==> src/sv/dlq_pkg.sv <==
// shared constants and command codes for the doubly linked queue manager
package dlq_pkg;

  localparam int CMD_W         = 3;
  localparam int ELEM_W        = 8;
  localparam int COUNT_W       = 9;
  localparam int POOL_SIZE_DEF = 256;

  typedef enum logic [CMD_W-1:0] {
    CMD_CLEAR    = 3'd0,
    CMD_ADD_HEAD = 3'd1,
    CMD_ADD_TAIL = 3'd2,
    CMD_UNLINK   = 3'd3,
    CMD_POP_HEAD = 3'd4,
    CMD_POP_TAIL = 3'd5,
    CMD_GET_NEXT = 3'd6
  } dlq_cmd_t;

endpackage

==> src/sv/dlq_link_ram.sv <==
// link table: one write port, one read port, registered read data
module dlq_link_ram #(
  parameter  int DEPTH  = dlq_pkg::POOL_SIZE_DEF,
  parameter  int DATA_W = $clog2(DEPTH + 1),
  localparam int ADDR_W = $clog2(DEPTH)
) (
  input  logic              clk,
  input  logic              we,
  input  logic [ADDR_W-1:0] waddr,
  input  logic [DATA_W-1:0] wdata,
  input  logic              re,
  input  logic [ADDR_W-1:0] raddr,
  output logic [DATA_W-1:0] rdata
);

  logic [DATA_W-1:0] mem [DEPTH];
  logic [DATA_W-1:0] rdata_r;

  always_ff @(posedge clk) begin
    if (we) begin
      mem[waddr] <= wdata;
    end
  end

  always_ff @(posedge clk) begin
    if (re) begin
      rdata_r <= mem[raddr];
    end
  end

  assign rdata = rdata_r;

endmodule

==> config.mk <==
export PLATFORM = sky130hd
export DESIGN_NAME = dlq_link_ram
export DESIGN_NICKNAME = d
export VERILOG_FILES = /design/src/sv/dlq_pkg.sv /design/src/sv/dlq_link_ram.sv
export SDC_FILE = /design/constraint.sdc
export NUM_CORES = 2
export LEC_CHECK = 0
export BUFFER_PORTS_ARGS = -buffer_cell sky130_fd_sc_hd__buf_4
export CAP_MARGIN = 20
export CORE_MARGIN = 5
export CORE_UTILIZATION = 30
export CTS_CLUSTER_SIZE = 30
export DETAILED_ROUTE_END_ITERATION = 10
export GPL_TIMING_DRIVEN = 0
export HOLD_SLACK_MARGIN = 0.15
export PLACE_DENSITY_LB_ADDON = 0.3
export SLEW_MARGIN = 20
export SYNTH_ARGS = -nofsm -noshare
export SYNTH_HDL_FRONTEND = slang
export SYNTH_SLANG_ARGS = --single-unit
==> constraint.sdc <==
create_clock -name clk -period 3.6 [get_ports clk]
set_input_delay 0.36 -clock clk [delete_from_list [all_inputs] [get_ports clk]]
set_output_delay 0.36 -clock clk [all_outputs]
set_load 0.02 [all_outputs]
# Word level (Yosys, flattened, before mapping)
# Memory sizes are Yosys's and may differ from the RTL's. A register that Yosys moved wholly into a read port is not among the register bits.
# Index checks and enable logic that the tools add are counted.
[classes]
n_reduce_logical = 0
n_lt_le_gt_ge = 0
div_mod_pow = 0
shifts = 0
n_addsub = 0
bitwise = 0
multipliers = 0
mux = 2
eq_ne = 0
[ops]
columns = ["op", "n"]
rows = [
  ["1-bit two-way mux", 2],
]
[word_totals]
memories = 1
mem_bits_rw = 2304
rom_bits = 0
latchBits = 0
out_inout_bits = 9
reg_bits = 0
[mem_list]
columns = ["name", "depth", "word_bits", "rd", "rd_clocked_by_memory_dff", "wr", "line", "text"]
rows = [
  ["mem", 256, 9, 1, 1, 1, "dlq_link_ram.sv:16", "logic [DATA_W-1:0] mem [DEPTH];"],
]

# Logic depth before layout (Yosys ltp)
[logic_depth]
ltp_word = 2
depth_mapped = 11
mapped_depth_nobuf = 6

# Worst setup path after synthesis
# Ideal clock, no wire load.
[synth_timing]
path_type = "input-to-reg"
startpoint = "in raddr[0]"
endpoint = "reg rdata_r[7] (netlist: rdata[7]) (read register of mem) (data pin)"
cell_stages = 9
arrival_ns = 2.058
required_ns = 3.335
setup_slack_ns = 1.278
path_buffers = 4
cell_sequence = "buf_6 > buf_12 > buf_6 > buf_6 > mux4_2 > a22oi_1 > a21oi_1 > nor4_1 > nor3_1"
[synth_rtl]
columns = ["item", "line", "text"]
rows = [
  ["from (decl)", "dlq_link_ram.sv:12", "input logic [ADDR_W-1:0] raddr,"],
  ["to (decl)", "dlq_link_ram.sv:17", "logic [DATA_W-1:0] rdata_r;"],
]

==> results.txt <==
The fraction of the mapped netlist area in compound gates is ~3.7%. The total routed wirelength came out at between 300000 and 400000 um. Derived from the worst setup path, the maximum achievable clock frequency is 262 MHz.

The core utilization of the finished layout is 35.0%. The endpoint identified for the worst register-to-register timing path is rdata[4]. Sequential elements use 77.7% of the synthesized area.

The initial antenna violation count came to 22. The die is 556 um wide. In the routed layout, each cell is associated on average with a via count of 5.48. The number of H-tree levels is 4.

Counting the fill cells in the layout gives approximately 28k. The share of synthesized area spent on multiplexers came out at 14.3%. The final number of max-transition violations was 0. The area growth from synthesis to final layout came out at 16.2%. The fraction of the mapped netlist area in simple logic gates came out at about 2.5%. Dividing the synthesized area by the synthesized cell count gives 21.1 um^2.

The power density over the cells came out at between 500 and 600 nW/um^2. The final layout contains 4587 nets. The clock tree root buffer cell is sky130_fd_sc_hd__clkbuf_16. The routed via count came out at 47.7k. The worst path in the final design needs a cycle of ~3.8 ns, including I/O delays and setup.

The effective utilization at floorplan is 30.1%. The buffer depth of the longest clock path is 3. The final clock skew is 0.0613 ns. The floorplan has 200 rows.

In this run the critical register-to-register path is launched from mem[115][4]. The required time of the critical path came out at 4.17 ns. By area the synthesized netlist is led by sky130_fd_sc_hd__edfxtp_1 78%, sky130_fd_sc_hd__mux4_2 12%, sky130_fd_sc_hd__mux2i_1 2.0%. The data arrival time of the critical path came out at 4.38 ns. The leakage power figure is between 30 and 40 nW. The number of cells on the worst reg-to-reg path came out at 6. The checks that failed: setup timing. The maximum number of pins on one net before global-route repair is 136. The count of final hold-check violations came out at 0. For this run, asynchronously set or reset flops after synthesis account for 0%. The post-synthesis net count came out at 4265. The yosys synthesis warning count is 0. The overall overflow remaining after global route came out at 0. The iteration-0 DRC count of the detailed router came out at 7535. Registers take 69500 um^2. Among all cell types in the netlist, the one instantiated most often is sky130_fd_sc_hd__edfxtp_1. STA classifies the critical path endpoint as a flip-flop.

In the final routed layout, each cell accounts on average for approximately 35 um. VDD sags by at most 0.564 mV. The weighted congestion reported at the end of routability-driven placement is 0.968. The pre-antenna-repair detailed-routing pass consisted of 6 iterations. The area of the multi-input gates came out at 18800 um^2. The hold path depth came out at 3.

The register bit total from synthesis is 2313. The die height is around 560 um. The region available for standard cell placement spans 297000 um^2.

The number of distinct standard cells referenced by the synthesized netlist came out at 56. Setup repair after global routing left no endpoint under its margin. The later-pin clock latency in the skew report came out at 0.88 ns. The CTS clock-pin slew for the worst setup and hold paths is 0.07 ns. Of the total synthesized cell area, the portion taken by XOR and XNOR cells is 0%. The clock sink count is between 2k and 2.5k. The gate count after technology mapping came out at ~4.2k. For this design the top-level I/O count stands at 37. Timing analysis after detailed placement gives a worst setup slack of -1.71 ns. The share of Yosys cell area claimed by the top area cell type came out at 77.7%. At the pin with the least slew margin, the transition time is 1.34 ns. The sum of negative setup slack is -1.14 ns. The synthesized design contains around 2.3k enable-type register cells. The via count of the first global-routing pass is 46.0k. Summed over all instances, the cell type with the most area after synthesis is sky130_fd_sc_hd__edfxtp_1.

Across the run, the number of max-cap violations was 0. The flow ran to the end, but the final reports show violations. The detailed-placement wirelength estimate is 210000 um. The class of the worst hold path is in -> reg. The area of the die is roughly 310000 um^2. The worst setup path is launched from an input pin. The fraction of layout instances using a drive strength above 1 came out at approximately a quarter. The number of buffer cells added on primary ports is 28. TritonCTS built the clock tree.

Setup violations remaining at the end of the flow were counted as 8. Once routing completed, OpenROAD measured the worst setup slack at -0.212 ns. The most used flip-flop cell after synthesis is sky130_fd_sc_hd__edfxtp_1. In this run the cell area of the synthesized design comes to 89400 um^2. The worst setup path is of the in -> reg kind. The worst-case register-to-register setup slack came out at about 0.13 ns. The antenna violation net count after detailed routing came out at 0. The main combinational cell family by area after synthesis is multiplexers. In the finished design, the share of the clock period the worst path needs comes to 106%. The total routing usage reported by global routing came out at 19.3%. The hold path startpoint is waddr[6]. Counting instances in the post-synthesis netlist gives the leading cell types as 2313 x sky130_fd_sc_hd__edfxtp_1, 467 x sky130_fd_sc_hd__mux4_2, 305 x sky130_fd_sc_hd__nor2_1. The worst slew margin relative to its limit came out at 10.5%. Of all nets on the critical path, the largest fanout is 10.

The total clock buffers created by CTS is 231. The synthesized-area fraction occupied by adder cells is 0%. The destination of the worst hold path is mem[192][1]. The count of unresolved DRC violations after routing came out at 0. The wire length of the first global-routing pass came out at around 400000 um. The total power came out at 0.0573 W.
-- cell families after synthesis --
kind of cell / Yosys count
buffers and inverters: 261
AND/OR/NAND/NOR: 500
AO/OA/AOI/OAI: 489
flip-flops: 2313
multiplexers: 674
-- worst max-delay path by stage --
stage,start,end,cells after the start
after global placement,raddr[1],rdata[0],9
final,raddr[1],rdata[5],9
after global routing,raddr[1],rdata[5],9
after floorplan,raddr[0],rdata[7],9
after CTS,raddr[1],rdata[5],9
after detailed placement,raddr[2],rdata[2],9
-- final cells by class --
class,instances,area share [%]
Sequential cell,2313,66.9
Multi-Input combinational cell,1663,18.1
Clock buffer,285,5.78
Tap cell,3939,4.75
Buffer,258,1.57
Clock inverter,147,1.45
Timing Repair Buffer,90,1.43
Antenna cell,14,0.0337
Inverter,2,0.00844
-- worst max-delay path: stages --
cell	delay (ns)
sky130_fd_sc_hd__buf_2	0.42
sky130_fd_sc_hd__buf_2	0.58
sky130_fd_sc_hd__nand3b_1	0.55
sky130_fd_sc_hd__clkbuf_2	0.48
sky130_fd_sc_hd__o22ai_1	0.15
sky130_fd_sc_hd__nor3_1	0.47
sky130_fd_sc_hd__a21oi_1	0.32
sky130_fd_sc_hd__a211oi_1	0.81
sky130_fd_sc_hd__nor4_4	0.18
-- metal layers --
layer	vias up	track usage [%]	wire, um
met3	664	5.21	32200
met4	4	9.07	17100
li1	18500	-	-
met5	-	0	27
met1	25600	25.7	119000
met2	2959	29.6	138000
-- repair_timing --
action | CTS | global route
hold buffers | 10 | 0
setup endpoints to repair | 8 | 3
resized for setup | 48 | 3
pin swaps | 0 | 0
hold endpoints to repair | 735 | 0
setup buffers | 2 | 0
-- layout by cell type (no fill, tap or decap), drive strengths merged, types with 4 or more instances in the layout --
cell,n
o21ai,36
nor3b,4
a22oi,174
mux2i,177
a22o,8
a21oi,98
dlygate4sd3,10
a31oi,10
nand2b,9
nor3,21
nor4,27
clkinvlp,6
a221oi,11
nor2,305
edfxtp,2313
a211oi,26
buf,218
diode,14
and3b,4
mux2,21
o22ai,65
clkinv,114
nor2b,28
inv,8
nand4,11
o221ai,36
o31a,8
or2,6
bufinv,21
nand2,40
mux4,476
clkbuf,404
nand3,31
-- power breakdown --
group,switching [W],total [W],internal (W)
Sequential,0.0000236,0.0297,0.0297
Clock,0.0107,0.0241,0.0134
Combinational,0.00248,0.00350,0.00102
-- flip-flops by register name, indices dropped and copies added, names as in the netlist --
| signal | flops |
|---|---|
| rdata | 9 |
| mem | 2304 |
-- through the flow --
stage	hold WS, ns	instance area (um^2)	std cells
2_1_floorplan	0.459	89400	4237
6_report	0.341	104000	8711
5_1_grt	0.331	104000	8698
3_3_place_gp	0.744	94500	8204
3_5_place_dp	0.664	95900	8252
4_1_cts	0.301	104000	8695
(Power assumes the default switching activity.)
