`config.mk`:
```
export PLATFORM = sky130hd
export DESIGN_NAME = dlq_ctrl_flat
export DESIGN_NICKNAME = d
export VERILOG_FILES = /design/src/sv/dlq_pkg.sv /design/src/sv/dlq_ifs.sv /design/src/sv/dlq_ctrl.sv /design/src/flat_wrapper.sv
export SDC_FILE = /design/constraint.sdc
export NUM_CORES = 1
export LEC_CHECK = 0
export ABC_CLOCK_PERIOD_IN_PS = 4930
export BUFFER_PORTS_ARGS = -buffer_cell sky130_fd_sc_hd__buf_4
export CORE_MARGIN = 2
export CORE_UTILIZATION = 59
export DETAILED_ROUTE_END_ITERATION = 12
export PLACE_DENSITY = 0.86
export RECOVER_POWER = 25
export SLEW_MARGIN = 20
export SYNTH_ARGS = -nofsm -noshare
export SYNTH_HDL_FRONTEND = slang
export SYNTH_SLANG_ARGS = --single-unit
export TNS_END_PERCENT = 100
```
`constraint.sdc`:
```
create_clock -name clk -period 4.93 [get_ports clk]
set_input_delay 0.7395 -clock clk [delete_from_list [all_inputs] [get_ports clk]]
set_output_delay 0.7395 -clock clk [all_outputs]
set_load 0.01 [all_outputs]
```
`src/sv/dlq_pkg.sv`:
```
// shared constants and command codes for the doubly linked queue manager
package dlq_pkg;

  localparam int CMD_W         = 3;
  localparam int ELEM_W        = 8;
  localparam int COUNT_W       = 9;
  localparam int POOL_SIZE_DEF = 256;

  typedef enum logic [CMD_W-1:0] {
    CMD_CLEAR    = 3'd0,
    CMD_ADD_HEAD = 3'd1,
    CMD_ADD_TAIL = 3'd2,
    CMD_UNLINK   = 3'd3,
    CMD_POP_HEAD = 3'd4,
    CMD_POP_TAIL = 3'd5,
    CMD_GET_NEXT = 3'd6
  } dlq_cmd_t;

endpackage

```
`src/sv/dlq_ifs.sv`:
```
// command and result channel interfaces of the queue manager
interface dlq_in_if;
  logic                       valid;
  logic                       ready;
  logic [dlq_pkg::CMD_W-1:0]  cmd;
  logic [dlq_pkg::ELEM_W-1:0] elem_index;

  modport source (output valid, cmd, elem_index, input ready);
  modport sink   (input valid, cmd, elem_index, output ready);
endinterface

interface dlq_out_if;
  logic                        valid;
  logic                        ready;
  logic                        status;
  logic [dlq_pkg::ELEM_W-1:0]  result_elem;
  logic                        result_valid;
  logic [dlq_pkg::ELEM_W-1:0]  head_elem;
  logic [dlq_pkg::ELEM_W-1:0]  tail_elem;
  logic [dlq_pkg::COUNT_W-1:0] count;

  modport source (output valid, status, result_elem, result_valid, head_elem, tail_elem,
                  count, input ready);
  modport sink   (input valid, status, result_elem, result_valid, head_elem, tail_elem,
                  count, output ready);
endinterface

```
`src/sv/dlq_ctrl.sv`:
```
// command sequencer: link reads, neighbor updates, head/tail/count and result register
module dlq_ctrl #(
  parameter  int POOL_SIZE = dlq_pkg::POOL_SIZE_DEF,
  localparam int SLOT_W    = $clog2(POOL_SIZE),
  localparam int LINK_W    = $clog2(POOL_SIZE + 1)
) (
  input  logic              clk,
  input  logic              rst_n,
  dlq_in_if.sink            in_chan,
  dlq_out_if.source         out_chan,
  output logic              rd_en,
  output logic [SLOT_W-1:0] rd_addr,
  input  logic [LINK_W-1:0] n_rdata,
  input  logic [LINK_W-1:0] p_rdata,
  output logic              n_we,
  output logic [SLOT_W-1:0] n_waddr,
  output logic [LINK_W-1:0] n_wdata,
  output logic              p_we,
  output logic [SLOT_W-1:0] p_waddr,
  output logic [LINK_W-1:0] p_wdata
);

  localparam int ELEM_W  = dlq_pkg::ELEM_W;
  localparam int COUNT_W = dlq_pkg::COUNT_W;
  localparam logic [LINK_W-1:0] LINK_NONE = LINK_W'(POOL_SIZE);

  typedef enum logic [1:0] {S_IDLE, S_LOOK, S_CLEAN, S_HOLD} state_t;

  state_t              state_r;
  dlq_pkg::dlq_cmd_t   cmd_r;
  dlq_pkg::dlq_cmd_t   in_cmd;
  logic [SLOT_W-1:0]   e_r;
  logic                in_pool_r;
  logic [SLOT_W-1:0]   head_r, tail_r;
  logic [LINK_W-1:0]   cnt_r;
  logic                status_r, res_valid_r;
  logic [SLOT_W-1:0]   res_r;
  logic                clr_n_r, clr_p_r;

  logic                out_valid_r, out_status_r, out_res_valid_r;
  logic [ELEM_W-1:0]   out_res_r, out_head_r, out_tail_r;
  logic [COUNT_W-1:0]  out_count_r;

  // decisions made in the look step
  logic [SLOT_W-1:0]   head_nxt, tail_nxt, res_nxt;
  logic [LINK_W-1:0]   cnt_nxt;
  logic                status_nxt, res_valid_nxt, clr_n_nxt, clr_p_nxt;
  logic                lk_n_we, lk_p_we;
  logic [SLOT_W-1:0]   lk_n_addr, lk_p_addr;
  logic [LINK_W-1:0]   lk_n_data, lk_p_data;
  logic                is_empty, nq_slot, pq_slot, in_acc, out_free;
  logic                out_load;

  assign in_cmd   = dlq_pkg::dlq_cmd_t'(in_chan.cmd);
  assign in_chan.ready = (state_r == S_IDLE);
  assign in_acc   = in_chan.valid && in_chan.ready;
  assign out_free = !out_valid_r || out_chan.ready;
  assign out_load = ((state_r == S_CLEAN) || (state_r == S_HOLD)) && out_free;

  // pops read the links of the current end slot
  always_comb begin
    priority if (in_cmd == dlq_pkg::CMD_POP_HEAD) begin
      rd_addr = head_r;
    end else if (in_cmd == dlq_pkg::CMD_POP_TAIL) begin
      rd_addr = tail_r;
    end else begin
      rd_addr = SLOT_W'(in_chan.elem_index);
    end
  end
  assign rd_en = in_acc;

  assign is_empty = (cnt_r == '0);
  assign nq_slot  = (n_rdata < LINK_NONE);
  assign pq_slot  = (p_rdata < LINK_NONE);

  always_comb begin
    head_nxt      = head_r;
    tail_nxt      = tail_r;
    cnt_nxt       = cnt_r;
    status_nxt    = 1'b0;
    res_nxt       = '0;
    res_valid_nxt = 1'b0;
    clr_n_nxt     = 1'b0;
    clr_p_nxt     = 1'b0;
    lk_n_we       = 1'b0;
    lk_p_we       = 1'b0;
    lk_n_addr     = e_r;
    lk_p_addr     = e_r;
    lk_n_data     = LINK_NONE;
    lk_p_data     = LINK_NONE;
    unique case (cmd_r)
      dlq_pkg::CMD_CLEAR: begin
        head_nxt = '0;
        tail_nxt = '0;
        cnt_nxt  = '0;
      end
      dlq_pkg::CMD_ADD_HEAD, dlq_pkg::CMD_ADD_TAIL: begin
        if (in_pool_r) begin
          if (is_empty) begin
            lk_n_we  = 1'b1;
            lk_p_we  = 1'b1;
            head_nxt = e_r;
            tail_nxt = e_r;
          end else if (cmd_r == dlq_pkg::CMD_ADD_HEAD) begin
            lk_p_we   = 1'b1;
            lk_p_addr = head_r;
            lk_p_data = LINK_W'(e_r);
            lk_n_we   = 1'b1;
            lk_n_data = LINK_W'(head_r);
            clr_p_nxt = 1'b1;
            head_nxt  = e_r;
          end else begin
            lk_n_we   = 1'b1;
            lk_n_addr = tail_r;
            lk_n_data = LINK_W'(e_r);
            lk_p_we   = 1'b1;
            lk_p_data = LINK_W'(tail_r);
            clr_n_nxt = 1'b1;
            tail_nxt  = e_r;
          end
          if (cnt_r < LINK_NONE) begin
            cnt_nxt = cnt_r + LINK_W'(1);
          end
        end
      end
      dlq_pkg::CMD_UNLINK, dlq_pkg::CMD_POP_HEAD, dlq_pkg::CMD_POP_TAIL: begin
        if (is_empty) begin
          status_nxt = 1'b1;
        end else if (in_pool_r) begin
          if (cmd_r != dlq_pkg::CMD_UNLINK) begin
            res_nxt       = e_r;
            res_valid_nxt = 1'b1;
          end
          // neighbors first, the slot's own links are cleared in the next step
          priority if (cnt_r == LINK_W'(1)) begin
            head_nxt = '0;
            tail_nxt = '0;
          end else if (head_r == e_r) begin
            if (nq_slot) begin
              lk_p_we   = 1'b1;
              lk_p_addr = SLOT_W'(n_rdata);
              head_nxt  = SLOT_W'(n_rdata);
            end else begin
              head_nxt = '0;
            end
          end else if (tail_r == e_r) begin
            if (pq_slot) begin
              lk_n_we   = 1'b1;
              lk_n_addr = SLOT_W'(p_rdata);
              tail_nxt  = SLOT_W'(p_rdata);
            end else begin
              tail_nxt = '0;
            end
          end else begin
            lk_n_we   = pq_slot;
            lk_n_addr = SLOT_W'(p_rdata);
            lk_n_data = n_rdata;
            lk_p_we   = nq_slot;
            lk_p_addr = SLOT_W'(n_rdata);
            lk_p_data = p_rdata;
          end
          clr_n_nxt = 1'b1;
          clr_p_nxt = 1'b1;
          cnt_nxt   = cnt_r - LINK_W'(1);
        end
      end
      dlq_pkg::CMD_GET_NEXT: begin
        if (is_empty) begin
          status_nxt = 1'b1;
        end else if (in_pool_r && nq_slot) begin
          res_nxt       = SLOT_W'(n_rdata);
          res_valid_nxt = 1'b1;
        end
      end
      default: begin
      end
    endcase
  end

  always_comb begin
    if (state_r == S_LOOK) begin
      n_we    = lk_n_we;
      n_waddr = lk_n_addr;
      n_wdata = lk_n_data;
      p_we    = lk_p_we;
      p_waddr = lk_p_addr;
      p_wdata = lk_p_data;
    end else begin
      n_we    = (state_r == S_CLEAN) && clr_n_r;
      n_waddr = e_r;
      n_wdata = LINK_NONE;
      p_we    = (state_r == S_CLEAN) && clr_p_r;
      p_waddr = e_r;
      p_wdata = LINK_NONE;
    end
  end

  always_ff @(posedge clk) begin
    if (!rst_n) begin
      state_r     <= S_IDLE;
      head_r      <= '0;
      tail_r      <= '0;
      cnt_r       <= '0;
      out_valid_r <= 1'b0;
    end else begin
      if (out_load) begin
        out_valid_r <= 1'b1;
      end else if (out_chan.ready) begin
        out_valid_r <= 1'b0;
      end
      unique case (state_r)
        S_IDLE: begin
          if (in_chan.valid) begin
            cmd_r     <= in_cmd;
            e_r       <= rd_addr;
            in_pool_r <= (in_cmd == dlq_pkg::CMD_POP_HEAD) ||
                         (in_cmd == dlq_pkg::CMD_POP_TAIL) ||
                         (32'(in_chan.elem_index) < POOL_SIZE);
            state_r   <= S_LOOK;
          end
        end
        S_LOOK: begin
          head_r      <= head_nxt;
          tail_r      <= tail_nxt;
          cnt_r       <= cnt_nxt;
          status_r    <= status_nxt;
          res_r       <= res_nxt;
          res_valid_r <= res_valid_nxt;
          clr_n_r     <= clr_n_nxt;
          clr_p_r     <= clr_p_nxt;
          state_r     <= S_CLEAN;
        end
        S_CLEAN, S_HOLD: begin
          if (out_free) begin
            out_status_r    <= status_r;
            out_res_r       <= ELEM_W'(res_r);
            out_res_valid_r <= res_valid_r;
            out_head_r      <= is_empty ? '0 : ELEM_W'(head_r);
            out_tail_r      <= is_empty ? '0 : ELEM_W'(tail_r);
            out_count_r     <= COUNT_W'(cnt_r);
            state_r         <= S_IDLE;
          end else begin
            state_r <= S_HOLD;
          end
        end
        default: begin
          state_r <= S_IDLE;
        end
      endcase
    end
  end

  assign out_chan.valid        = out_valid_r;
  assign out_chan.status       = out_status_r;
  assign out_chan.result_elem  = out_res_r;
  assign out_chan.result_valid = out_res_valid_r;
  assign out_chan.head_elem    = out_head_r;
  assign out_chan.tail_elem    = out_tail_r;
  assign out_chan.count        = out_count_r;

`ifndef SYNTH
  a_count_bound: assert property (@(posedge clk) disable iff (!rst_n)
    cnt_r <= LINK_NONE)
    else $error("element count beyond pool size");

  a_write_window: assert property (@(posedge clk) disable iff (!rst_n)
    (n_we || p_we) |-> (state_r == S_LOOK || state_r == S_CLEAN))
    else $error("link write outside the update steps");

  a_accept_look: assert property (@(posedge clk) disable iff (!rst_n)
    in_acc |=> (state_r == S_LOOK))
    else $error("accepted item did not move to the look step");

  a_clear_count: assert property (@(posedge clk) disable iff (!rst_n)
    (state_r == S_LOOK && cmd_r == dlq_pkg::CMD_CLEAR) |=> (cnt_r == '0))
    else $error("clear left a nonzero count");

  a_empty_no_result: assert property (@(posedge clk) disable iff (!rst_n)
    (out_valid_r && out_status_r) |-> !out_res_valid_r)
    else $error("empty status together with a result element");
`endif

endmodule

```
`src/flat_wrapper.sv`:
```
// flat-port wrapper written by rule: the top's interface ports become plain ports
module dlq_ctrl_flat 
#(
  parameter  int POOL_SIZE = dlq_pkg::POOL_SIZE_DEF,
  localparam int SLOT_W    = $clog2(POOL_SIZE),
  localparam int LINK_W    = $clog2(POOL_SIZE + 1)
)
  (clk, rst_n, rd_en, rd_addr, n_rdata, p_rdata, n_we, n_waddr, n_wdata, p_we, p_waddr, p_wdata, in_chan_valid, in_chan_cmd, in_chan_elem_index, in_chan_ready, out_chan_valid, out_chan_status, out_chan_result_elem, out_chan_result_valid, out_chan_head_elem, out_chan_tail_elem, out_chan_count, out_chan_ready);
  dlq_in_if in_chan_i ();
  dlq_out_if out_chan_i ();
  input  logic clk;
  input  logic rst_n;
  output logic rd_en;
  output logic [SLOT_W-1:0] rd_addr;
  input  logic [LINK_W-1:0] n_rdata;
  input  logic [LINK_W-1:0] p_rdata;
  output logic n_we;
  output logic [SLOT_W-1:0] n_waddr;
  output logic [LINK_W-1:0] n_wdata;
  output logic p_we;
  output logic [SLOT_W-1:0] p_waddr;
  output logic [LINK_W-1:0] p_wdata;
  input wire logic [$bits(in_chan_i.valid)-1:0] in_chan_valid;
  input wire logic [$bits(in_chan_i.cmd)-1:0] in_chan_cmd;
  input wire logic [$bits(in_chan_i.elem_index)-1:0] in_chan_elem_index;
  output wire logic [$bits(in_chan_i.ready)-1:0] in_chan_ready;
  output wire logic [$bits(out_chan_i.valid)-1:0] out_chan_valid;
  output wire logic [$bits(out_chan_i.status)-1:0] out_chan_status;
  output wire logic [$bits(out_chan_i.result_elem)-1:0] out_chan_result_elem;
  output wire logic [$bits(out_chan_i.result_valid)-1:0] out_chan_result_valid;
  output wire logic [$bits(out_chan_i.head_elem)-1:0] out_chan_head_elem;
  output wire logic [$bits(out_chan_i.tail_elem)-1:0] out_chan_tail_elem;
  output wire logic [$bits(out_chan_i.count)-1:0] out_chan_count;
  input wire logic [$bits(out_chan_i.ready)-1:0] out_chan_ready;
  assign in_chan_i.valid = in_chan_valid;
  assign in_chan_i.cmd = in_chan_cmd;
  assign in_chan_i.elem_index = in_chan_elem_index;
  assign in_chan_ready = in_chan_i.ready;
  assign out_chan_valid = out_chan_i.valid;
  assign out_chan_status = out_chan_i.status;
  assign out_chan_result_elem = out_chan_i.result_elem;
  assign out_chan_result_valid = out_chan_i.result_valid;
  assign out_chan_head_elem = out_chan_i.head_elem;
  assign out_chan_tail_elem = out_chan_i.tail_elem;
  assign out_chan_count = out_chan_i.count;
  assign out_chan_i.ready = out_chan_ready;
  dlq_ctrl #(.POOL_SIZE(POOL_SIZE)) u_core (.clk(clk), .rst_n(rst_n), .in_chan(in_chan_i), .out_chan(out_chan_i), .rd_en(rd_en), .rd_addr(rd_addr), .n_rdata(n_rdata), .p_rdata(p_rdata), .n_we(n_we), .n_waddr(n_waddr), .n_wdata(n_wdata), .p_we(p_we), .p_waddr(p_waddr), .p_wdata(p_wdata));
endmodule
```
## Word level (Yosys, flattened, before mapping)

Index checks and enable logic that the tools add are counted.

| operators by class | value |
|---|---|
| reductions and logical operators | 22 |
| shifts and indexed selects | 0 |
| $add $sub $neg | 2 |
| multiply operators | 0 |
| eq/ne operators | 23 |
| bitwise logic cells | 0 |
| muxes and demuxes | 89 |
| magnitude comparators | 3 |
| divide/modulo/power cells | 0 |

Operators by type and width:

| operator | count |
|---|---|
| $mux W8 | 36 |
| $mux W9 | 14 |
| $pmux W8 S2 | 3 |
| $pmux W8 S3 | 2 |
| $pmux W9 S2 | 2 |
| $lt A9 B9 Y1 const B | 3 |
| $pmux W9 S3 | 1 |
| $mux W1 | 23 |
| $eq A8 B8 Y1 | 2 |
| $eq A3 B3 Y1 const B | 5 |
| $pmux W1 S2 | 5 |
| $add A9 B1 Y9 const B | 1 |
| $eq A9 B1 Y1 const B | 1 |
| $logic_not A9 Y1 | 1 |
| $ne A3 B1 Y1 const B | 3 |
| $ne A3 B2 Y1 const B | 3 |
| $sub A9 B1 Y9 const B | 1 |
| $eq A3 B2 Y1 const B | 2 |
| $pmux W2 S3 | 1 |
| $reduce_and A3 Y1 | 2 |
| $reduce_and A6 Y1 | 1 |
| $reduce_and A5 Y1 | 1 |
| $eq A2 B2 Y1 const B | 2 |
| $logic_and A1 B1 Y1 | 4 |
| 16 further kinds | 20 |

| word-level totals | value |
|---|---|
| output and inout port bits | 82 |
| flip-flop bits (word level) | 86 |
| memory bits (read-only) | 0 |
| word-level logic and storage cells | 157 |
| bits in writable memories | 0 |
| latch bits | 0 |
| memories kept | 0 |

## Depth between registers and ports, before layout

Gate-level depths: netlist of the first run.

| logic depth | value |
|---|---|
| depth in word-level cells | 8 |
| depth in mapped cells | 9 |
| depth with buffers taken out | 8 |

## Worst setup path before layout of the first run

Ideal clock, no wire load.

| timing | value |
|---|---|
| path type | register -> output |
| start | register u_core.cnt_r[0] |
| end | output n_waddr[0] |
| cell stages (with the launch flop) | 8 |
| data arrival time | 2362 ps |
| data required time | 4191 ps |
| buffers on the path | 0 |
| setup slack | 1829 ps |
| cell sequence | dfxtp_1 > inv_1 > ha_1 > or4b_2 > nor2_1 > a21oi_1 > a32oi_1 > a221o_1 |

| on the way | value |
|---|---|
| cells in the longest elaborated chain, start to end | 5 |
| elaborated cells on any way between the ends | 7 |
| those cells by class | 1 x eq/ne; 5 x mux; 1 x reduce/logical |

Ends and longest elaborated chain:

| element | line | source |
|---|---|---|
| start, declared | dlq_ctrl.sv:35 | `logic [LINK_W-1:0] cnt_r;` |
| start signal, assigned | dlq_ctrl.sv:225 | `cnt_r <= cnt_nxt;` |
| $eq A9 B1 Y1 | dlq_ctrl.sv:135 | `priority if (cnt_r == LINK_W'(1)) begin` |
| $mux W8 | dlq_ctrl.sv:135 |  |
| $mux W8 | dlq_ctrl.sv:127 | `if (is_empty) begin` |
| $pmux W8 S2 * | dlq_ctrl.sv:91 | `unique case (cmd_r)` |
| $mux W8 * | dlq_ctrl.sv:181 | `if (state_r == S_LOOK) begin` |
| end, declared | flat_wrapper.sv:18 | `output logic [SLOT_W-1:0] n_waddr;` |

Mark *: on every way between the ends. The rest lies on a longest branch, timed or not.

## Final worst setup path of the first run

| timing | value |
|---|---|
| start | register u_core.cnt_r[0] |
| end | output n_waddr[5] |

Same word-level chain as after synthesis.

==> run_results.csv, run 1 <==
group,metric,value,unit
outcome,status,"finished clean",
yosys,synth-async-reset-ratio,0,%
clocking,h-tree-depth,3,
timing,fin_skew,16.4,ps
clocking,clockBufferDepth,2,
setup_path,required,4190,ps
job,drv_cap,0,
grt,grt_pass1_vias,4617,
timing,fmax,0.240,GHz
routing,wl_per_cell,20.6,microns
yosys,synth_top_area_cell,"edfxtp_1",
place,io_buffers,114,
yosys,synth_area,5150,sq um
setup_path,path_class,"reg -> out",
worst_hold_path,min_path_type,"reg -> reg",
yosys,synthCells,549,
timing,final_max_slew_viol_count,0,
yosys,synth_top_area_share,33.8,%
grt,grtUsageTotal,32.4,%
clocking,clkTransAtPathRegs,80,ps
grt,grt_pass1_wl,24.5,mm
power_and_ir_drop,switchingPower,0.469,mW
routing,ant_nets,0,
setup_path,critPathCaptureType,"primary output",
timing,layout_min_cycle_time,4160,ps
yosys,synth-main-ff-cell,"edfxtp_1",
grt,antenna_found_initial,0,
grt,overflow,0,
power_and_ir_drop,internal_power,1.20,mW
finish,layout.nets,679,
clocking,cts_root_buf,"clkbuf_8",
place,dpl.hpwl,11.0,mm
power_and_ir_drop,p_leak,2.51,nW
floorplan,dieHeight,97.5,microns
floorplan,fp.dieW,97.5,microns
timing,setup_viol,0,
floorplan,fp-row-count,34,
power_and_ir_drop,comb_power_share,16.9,%
setup_path,critPathMaxFanout,8,
timing,slew_headroom,28.1,%
clocking,cts_resized,0,
power_and_ir_drop,irDropWorstVdd,0.000185,V
routing,met2_length,7.34,mm
yosys,synth_common_cells,"edfxtp_1 (58), nand2_1 (51), nor2_1 (49)",
power_and_ir_drop,sw_frac_of_total,28.2,%
place,placed_cell_area,6040,sq um
routing,drc_errors,0,
timing,hold_viol,0,
yosys,yosysWarnings,0,
grt,grt_max_degree,36,
floorplan,start_util,60.0,%
place,post-place-ws,1220,ps
routing,drt-initial-drc-count,494,
floorplan,core_area,8590,sq um
place,place_congestion,0.921,
power_and_ir_drop,power_density,270,nW/um^2
clocking,postCtsSetupBuffers,0,
clocking,cts_hold_buf,0,
routing,wl_met1,6.40,mm
routing,wl_met3,1.51,mm
routing,vias,4976,
routing,top_layer_used,"met4",
yosys,synth_nets,586,
timing,tightestPinTransition,1070,ps
clocking,cts_buffers,9,
floorplan,dieArea,9500,sq um
routing,firstDrtPassIters,7,
finish,final_area,6170,sq um
setup_path,arrival,3420,ps
floorplan,ioPinCount,115,
finish,syn2layout_area_growth,19.8,%
clocking,clk_latency,370,ps
timing,worst_slack,766,ps
clocking,cts_tree,"yes",
finish,regArea,2300,sq um
finish,antenna-diode-count,0,
finish,drive_gt1_share,19.6,%
yosys,ys_seq_area_share,44.7,%
routing,wirelength,15.6,mm
clocking,clock-sinks,86,
power_and_ir_drop,p_clk_share,33.4,%
timing,finalSetupTns,0,ps
setup_path,worstSetupStartpointType,"flip-flop",
yosys,synth.area.top_cells,"edfxtp_1 (34%), dfxtp_1 (11%), nand2_1 (3.7%)",
yosys,synth_edf_count,58,
routing,routed_via_density,6.59,
yosys,ys_ff_latch,86,
power_and_ir_drop,seqPwrFrac,49.6,%
timing,rsz0062_at_grt,"no",
timing,period_share,84.5,%
finish,multiInputGateArea,2640,sq um
finish,fill_cells,686,
yosys,synth_most_common_cell,"edfxtp_1",
yosys,synth_cell_types,64,
yosys,avgSynthCellArea,9.39,sq um
-- cells by family (layout without fill, tap and decap cells) --
| kind of cell | after synthesis | count (layout) | synth area share (%) |
|---|---|---|---|
| buf+inv | 52 | 150 | 4.32 |
| mux | 19 | 19 | 3.69 |
| xor+xnor | 17 | 17 | 2.89 |
| flops | 86 | 86 | 44.7 |
| compound gates | 165 | 165 | 23.2 |
| fa+ha+maj | 4 | 4 | 0.971 |
| simple gates | 206 | 206 | 20.3 |
-- per-stage QoR --
step	power (mW)	utilization (%)	hold slack [ps]	cells
2_1_floorplan	1.00	-	400	549
3_3_place_gp	1.11	70.3	402	739
3_5_place_dp	1.12	70.3	408	739
4_1_cts	1.66	72.9	427	755
5_1_grt	1.72	71.9	437	755
6_report	1.67	71.9	427	755
-- routing by layer --
metal	GRT usage, %	up-vias
li1	-	2247
met1	45.9	2364
met2	50.6	332
met3	5.61	33
met4	11.0	0
met5	0	-
-- path summary, 6_finish.rpt --
| check | start | slack (ps) | depth (start not counted) | end |
|---|---|---|---|---|
| max | u_core.cnt_r[0]$_SDFFE_PN0P_ | 770 | 8 | n_waddr[5] |
| min | u_core.status_r$_SDFFCE_PN0P_ | 430 | 0 | u_core.out_chan.status$_DFFE_PP_ |
| max reg2reg | u_core.cnt_r[4]$_SDFFE_PN0P_ | 2240 | 6 | u_core.tail_r[3]$_SDFFE_PN0P_ |
| min reg2reg | u_core.status_r$_SDFFCE_PN0P_ | 430 | 0 | u_core.out_chan.status$_DFFE_PP_ |
-- power by group through the flow --
stage	clock network (mW)	registers, mW	logic [mW]
finish	0.557	0.827	0.282
global route	0.587	0.829	0.305
CTS	0.559	0.825	0.280
detailed placement	0	0.841	0.277
global placement	0	0.840	0.272
floorplan	0	0.822	0.179
-- sequential cells by signal, summed over array words and instances, names as in the netlist, 3 cells and up --
register	flops
u_core.cnt_r	9
u_core.out_chan.head_elem	8
u_core.cmd_r	3
u_core.out_chan.count	9
u_core.tail_r	8
u_core.e_r	8
u_core.out_chan.tail_elem	8
u_core.res_r	8
u_core.out_chan.result_elem	8
u_core.head_r	8
-- cell usage in the layout, fill, tap and decap left out, drive strengths merged, types with 4 or more instances in the layout --
cell type,count
a2111oi,4
a21boi,8
a21oi,38
a221o,16
a22o,9
a22oi,16
and2,20
and3,12
buf,96
clkbuf,36
dfxtp,28
edfxtp,58
ha,4
inv,13
mux2i,19
nand2,51
nand2b,10
nand3,12
nand4,4
nor2,49
nor2b,6
nor3,12
nor4,5
o211a,9
o211ai,4
o21ai,23
o22a,4
o311a,4
o31ai,5
or2,5
or2b,4
or3,4
xnor2,8
xor2,9
-- worst max-delay path, cell delays in order, from the launching register on --
cell	delay, ps
dfxtp_1	390
inv_1	160
ha_1	230
or4b_2	640
nor2_1	370
a21oi_1	230
a32oi_1	620
a221o_1	290
buf_4	130
-- cell type report --
| cell class | instances | share of cell area, % |
|---|---|---|
| Clock buffer | 9 | 2.01 |
| Clock inverter | 7 | 1.54 |
| Inverter | 11 | 0.669 |
| Multi-Input combinational cell | 411 | 42.8 |
| Sequential cell | 86 | 37.3 |
| Tap cell | 108 | 2.19 |
| Timing Repair Buffer | 123 | 13.5 |
Note: power is estimated with default switching activity, not from simulation.
==> run 2, diff against run 1 <==
Settings changed: ABC_CLOCK_PERIOD_IN_PS 4930 to 3800, CORE_UTILIZATION 59 to 50, PLACE_DENSITY 0.86 to 0.77.
Clock period 4.93 ns to 3.8 ns, I/O delays scaled along.
==> run 2 against run 1 <==
Setup slack got worse by 630 ps. Clock skew fell by 7.7 ps. Non-clock buffer count rose by 11. Clock-buffer cell count did not move. Power rose by 32%. Hold slack got worse by 2.7 ps. Routed wire length fell by 3.0%. Core utilization fell by 10 points. Die area rose by 17%. Cell area rose by 2.0%. Highest routed layer unchanged.
==> run_results.csv, run 2 (synthesis results as in run 1) <==
group,metric,value,unit
clocking,h-tree-depth,3,
job,drv_cap,0,
power_and_ir_drop,irDropWorstVdd,0.000212,V
floorplan,start_util,50.6,%
power_and_ir_drop,p_leak,2.56,nW
grt,grtUsageTotal,26.8,%
timing,worst_hold_slack,425,ps
timing,slew_headroom,29.6,%
timing,fmax,0.273,GHz
place,place_congestion,0.926,
finish,drive_gt1_share,20.5,%
routing,wirelength,15.1,mm
setup_path,critPathMaxFanout,8,
routing,drc_errors,0,
finish,layout.nets,690,
floorplan,fp.dieW,106,microns
finish,utilization,61.9,%
clocking,cts_root_buf,"clkbuf_8",
timing,tightestPinTransition,1050,ps
setup_path,arrival,3090,ps
place,io_buffers,114,
grt,grt_pass1_vias,4448,
worst_hold_path,min_path_type,"reg -> reg",
timing,finalSetupTns,0,ps
floorplan,fp-row-count,37,
finish,final_cell_mix,"buf_4 (106), edfxtp_1 (58), nand2_1 (50)",
finish,syn2layout_area_growth,22.2,%
finish,post_layout_nonfiller_instances,794,
setup_path,worst_path_max_delay_cell,"or4b_2",
routing,ant_nets,0,
grt,antenna_found_initial,0,
timing,fin_skew,8.72,ps
clocking,clkTransAtPathRegs,80,ps
routing,routed_via_density,6.14,
timing,setup_viol,0,
timing,hold_viol,0,
finish,layout_commonest_cell,"buf_4",
finish,antenna-diode-count,0,
setup_path,cpPeakStageDelay,650,ps
grt,grt_pass1_wl,23.4,mm
power_and_ir_drop,power_density,349,nW/um^2
floorplan,ioPinCount,115,
grt,overflow,0,
timing,rsz0062_at_grt,"no",
setup_path,critPathCaptureType,"primary output",
routing,drt-initial-drc-count,509,
setup_path,crit_chain,"inv_1 -> ha_1 -> or4b_2 -> nor2_2 -> a21oi_1 -> a32oi_1 -> buf_4 -> a221o_1 -> buf_4",
setup_path,path_class,"reg -> out",
clocking,clockBufferDepth,2,
floorplan,dieHeight,106,microns
floorplan,core_area,10200,sq um
clocking,clk_latency,360,ps
clocking,clock-sinks,86,
setup_path,worstSetupStartpointType,"flip-flop",
routing,wl_per_cell,19.0,microns
place,dpl.hpwl,10.9,mm
setup_path,cpMostUsedCell,"buf_4",
outcome,status,"finished clean",
setup_path,required,3230,ps
clocking,cts_tree,"yes",
grt,grt_max_degree,36,
timing,period_share,96.4,%
timing,layout_min_cycle_time,3660,ps
clocking,cts_buffers,9,
place,dp_cells,778,
timing,final_max_slew_viol_count,0,
floorplan,dieArea,11100,sq um
clocking,cts_hold_buf,0,
routing,firstDrtPassIters,5,
routing,vias,4872,
==> run 2: changes by cell type in the layout (fill, tap and decap cells not counted), sizes merged <==
cell    before  now
bufinv       2    3
buf         96  106
clkinv       3    4
clkbuf      36   37
inv         13   11
==> run 2: area by class of cell <==
class                      count  area, sq um
timing repair buffer         134          905
clock buffer                   9          124
clock inverter                 7          113
multi-input combinational    411         2650
inverter                      11         41.3
tap                          136          170
sequential                    86         2300
fill                         889         3880
==> run 2: critical path: cells and delay by family, from the launching register on <==
kind / cells / cell delay (ps)
AOI/OAI and AO/OA: 3 / 690
adders and majority gates: 1 / 230
buffers and inverters: 3 / 490
DFF: 1 / 400
and+or+nand+nor: 2 / 930
==> run 2: final timing paths <==
path                                                     from                          endpoint  slack [ps]  depth (start not counted)
worst max-delay path             u_core.cnt_r[0]$_SDFFE_PN0P_                        n_waddr[3]         140                          9
worst min-delay path            u_core.status_r$_SDFFCE_PN0P_  u_core.out_chan.status$_DFFE_PP_         420                          0
worst max register to register   u_core.cnt_r[0]$_SDFFE_PN0P_     u_core.tail_r[1]$_SDFFE_PN0P_        1060                          7
worst min register to register  u_core.status_r$_SDFFCE_PN0P_  u_core.out_chan.status$_DFFE_PP_         420                          0
==> run 2: where the power goes <==
part	switching, mW	leakage (nW)	internal, mW
Clock	0.324	0.121	0.433
Combinational	0.221	1.69	0.161
Sequential	0.0364	0.753	1.03
==> run 2: what timing repair did <==
| action | CTS | global route |
|---|---|---|
| setup endpoints to repair | 0 | 11 |
| buffers inserted | 0 | 0 |
| gates resized for setup | 0 | 2 |
| hold endpoints to repair | 0 | 0 |
==> run 2: per-layer routing <==
metal | track usage [%] | vias to the layer above | wire (microns)
li1 | - | 2272 | -
met1 | 37.9 | 2265 | 6670
met2 | 41.2 | 305 | 6740
met3 | 5.07 | 30 | 1350
met4 | 9.77 | 0 | 341
met5 | 0 | - | 0
==> run 2: through the flow <==
step / worst slack (ps) / total power, mW / instance area [sq um]
after global routing: 5.23 / 2.28 / 6300
after CTS: 46.1 / 2.20 / 6400
after floorplan: 868 / 1.30 / 5150
final: 136 / 2.20 / 6300
after detailed placement: 433 / 1.46 / 6160
after global placement: 631 / 1.45 / 6160
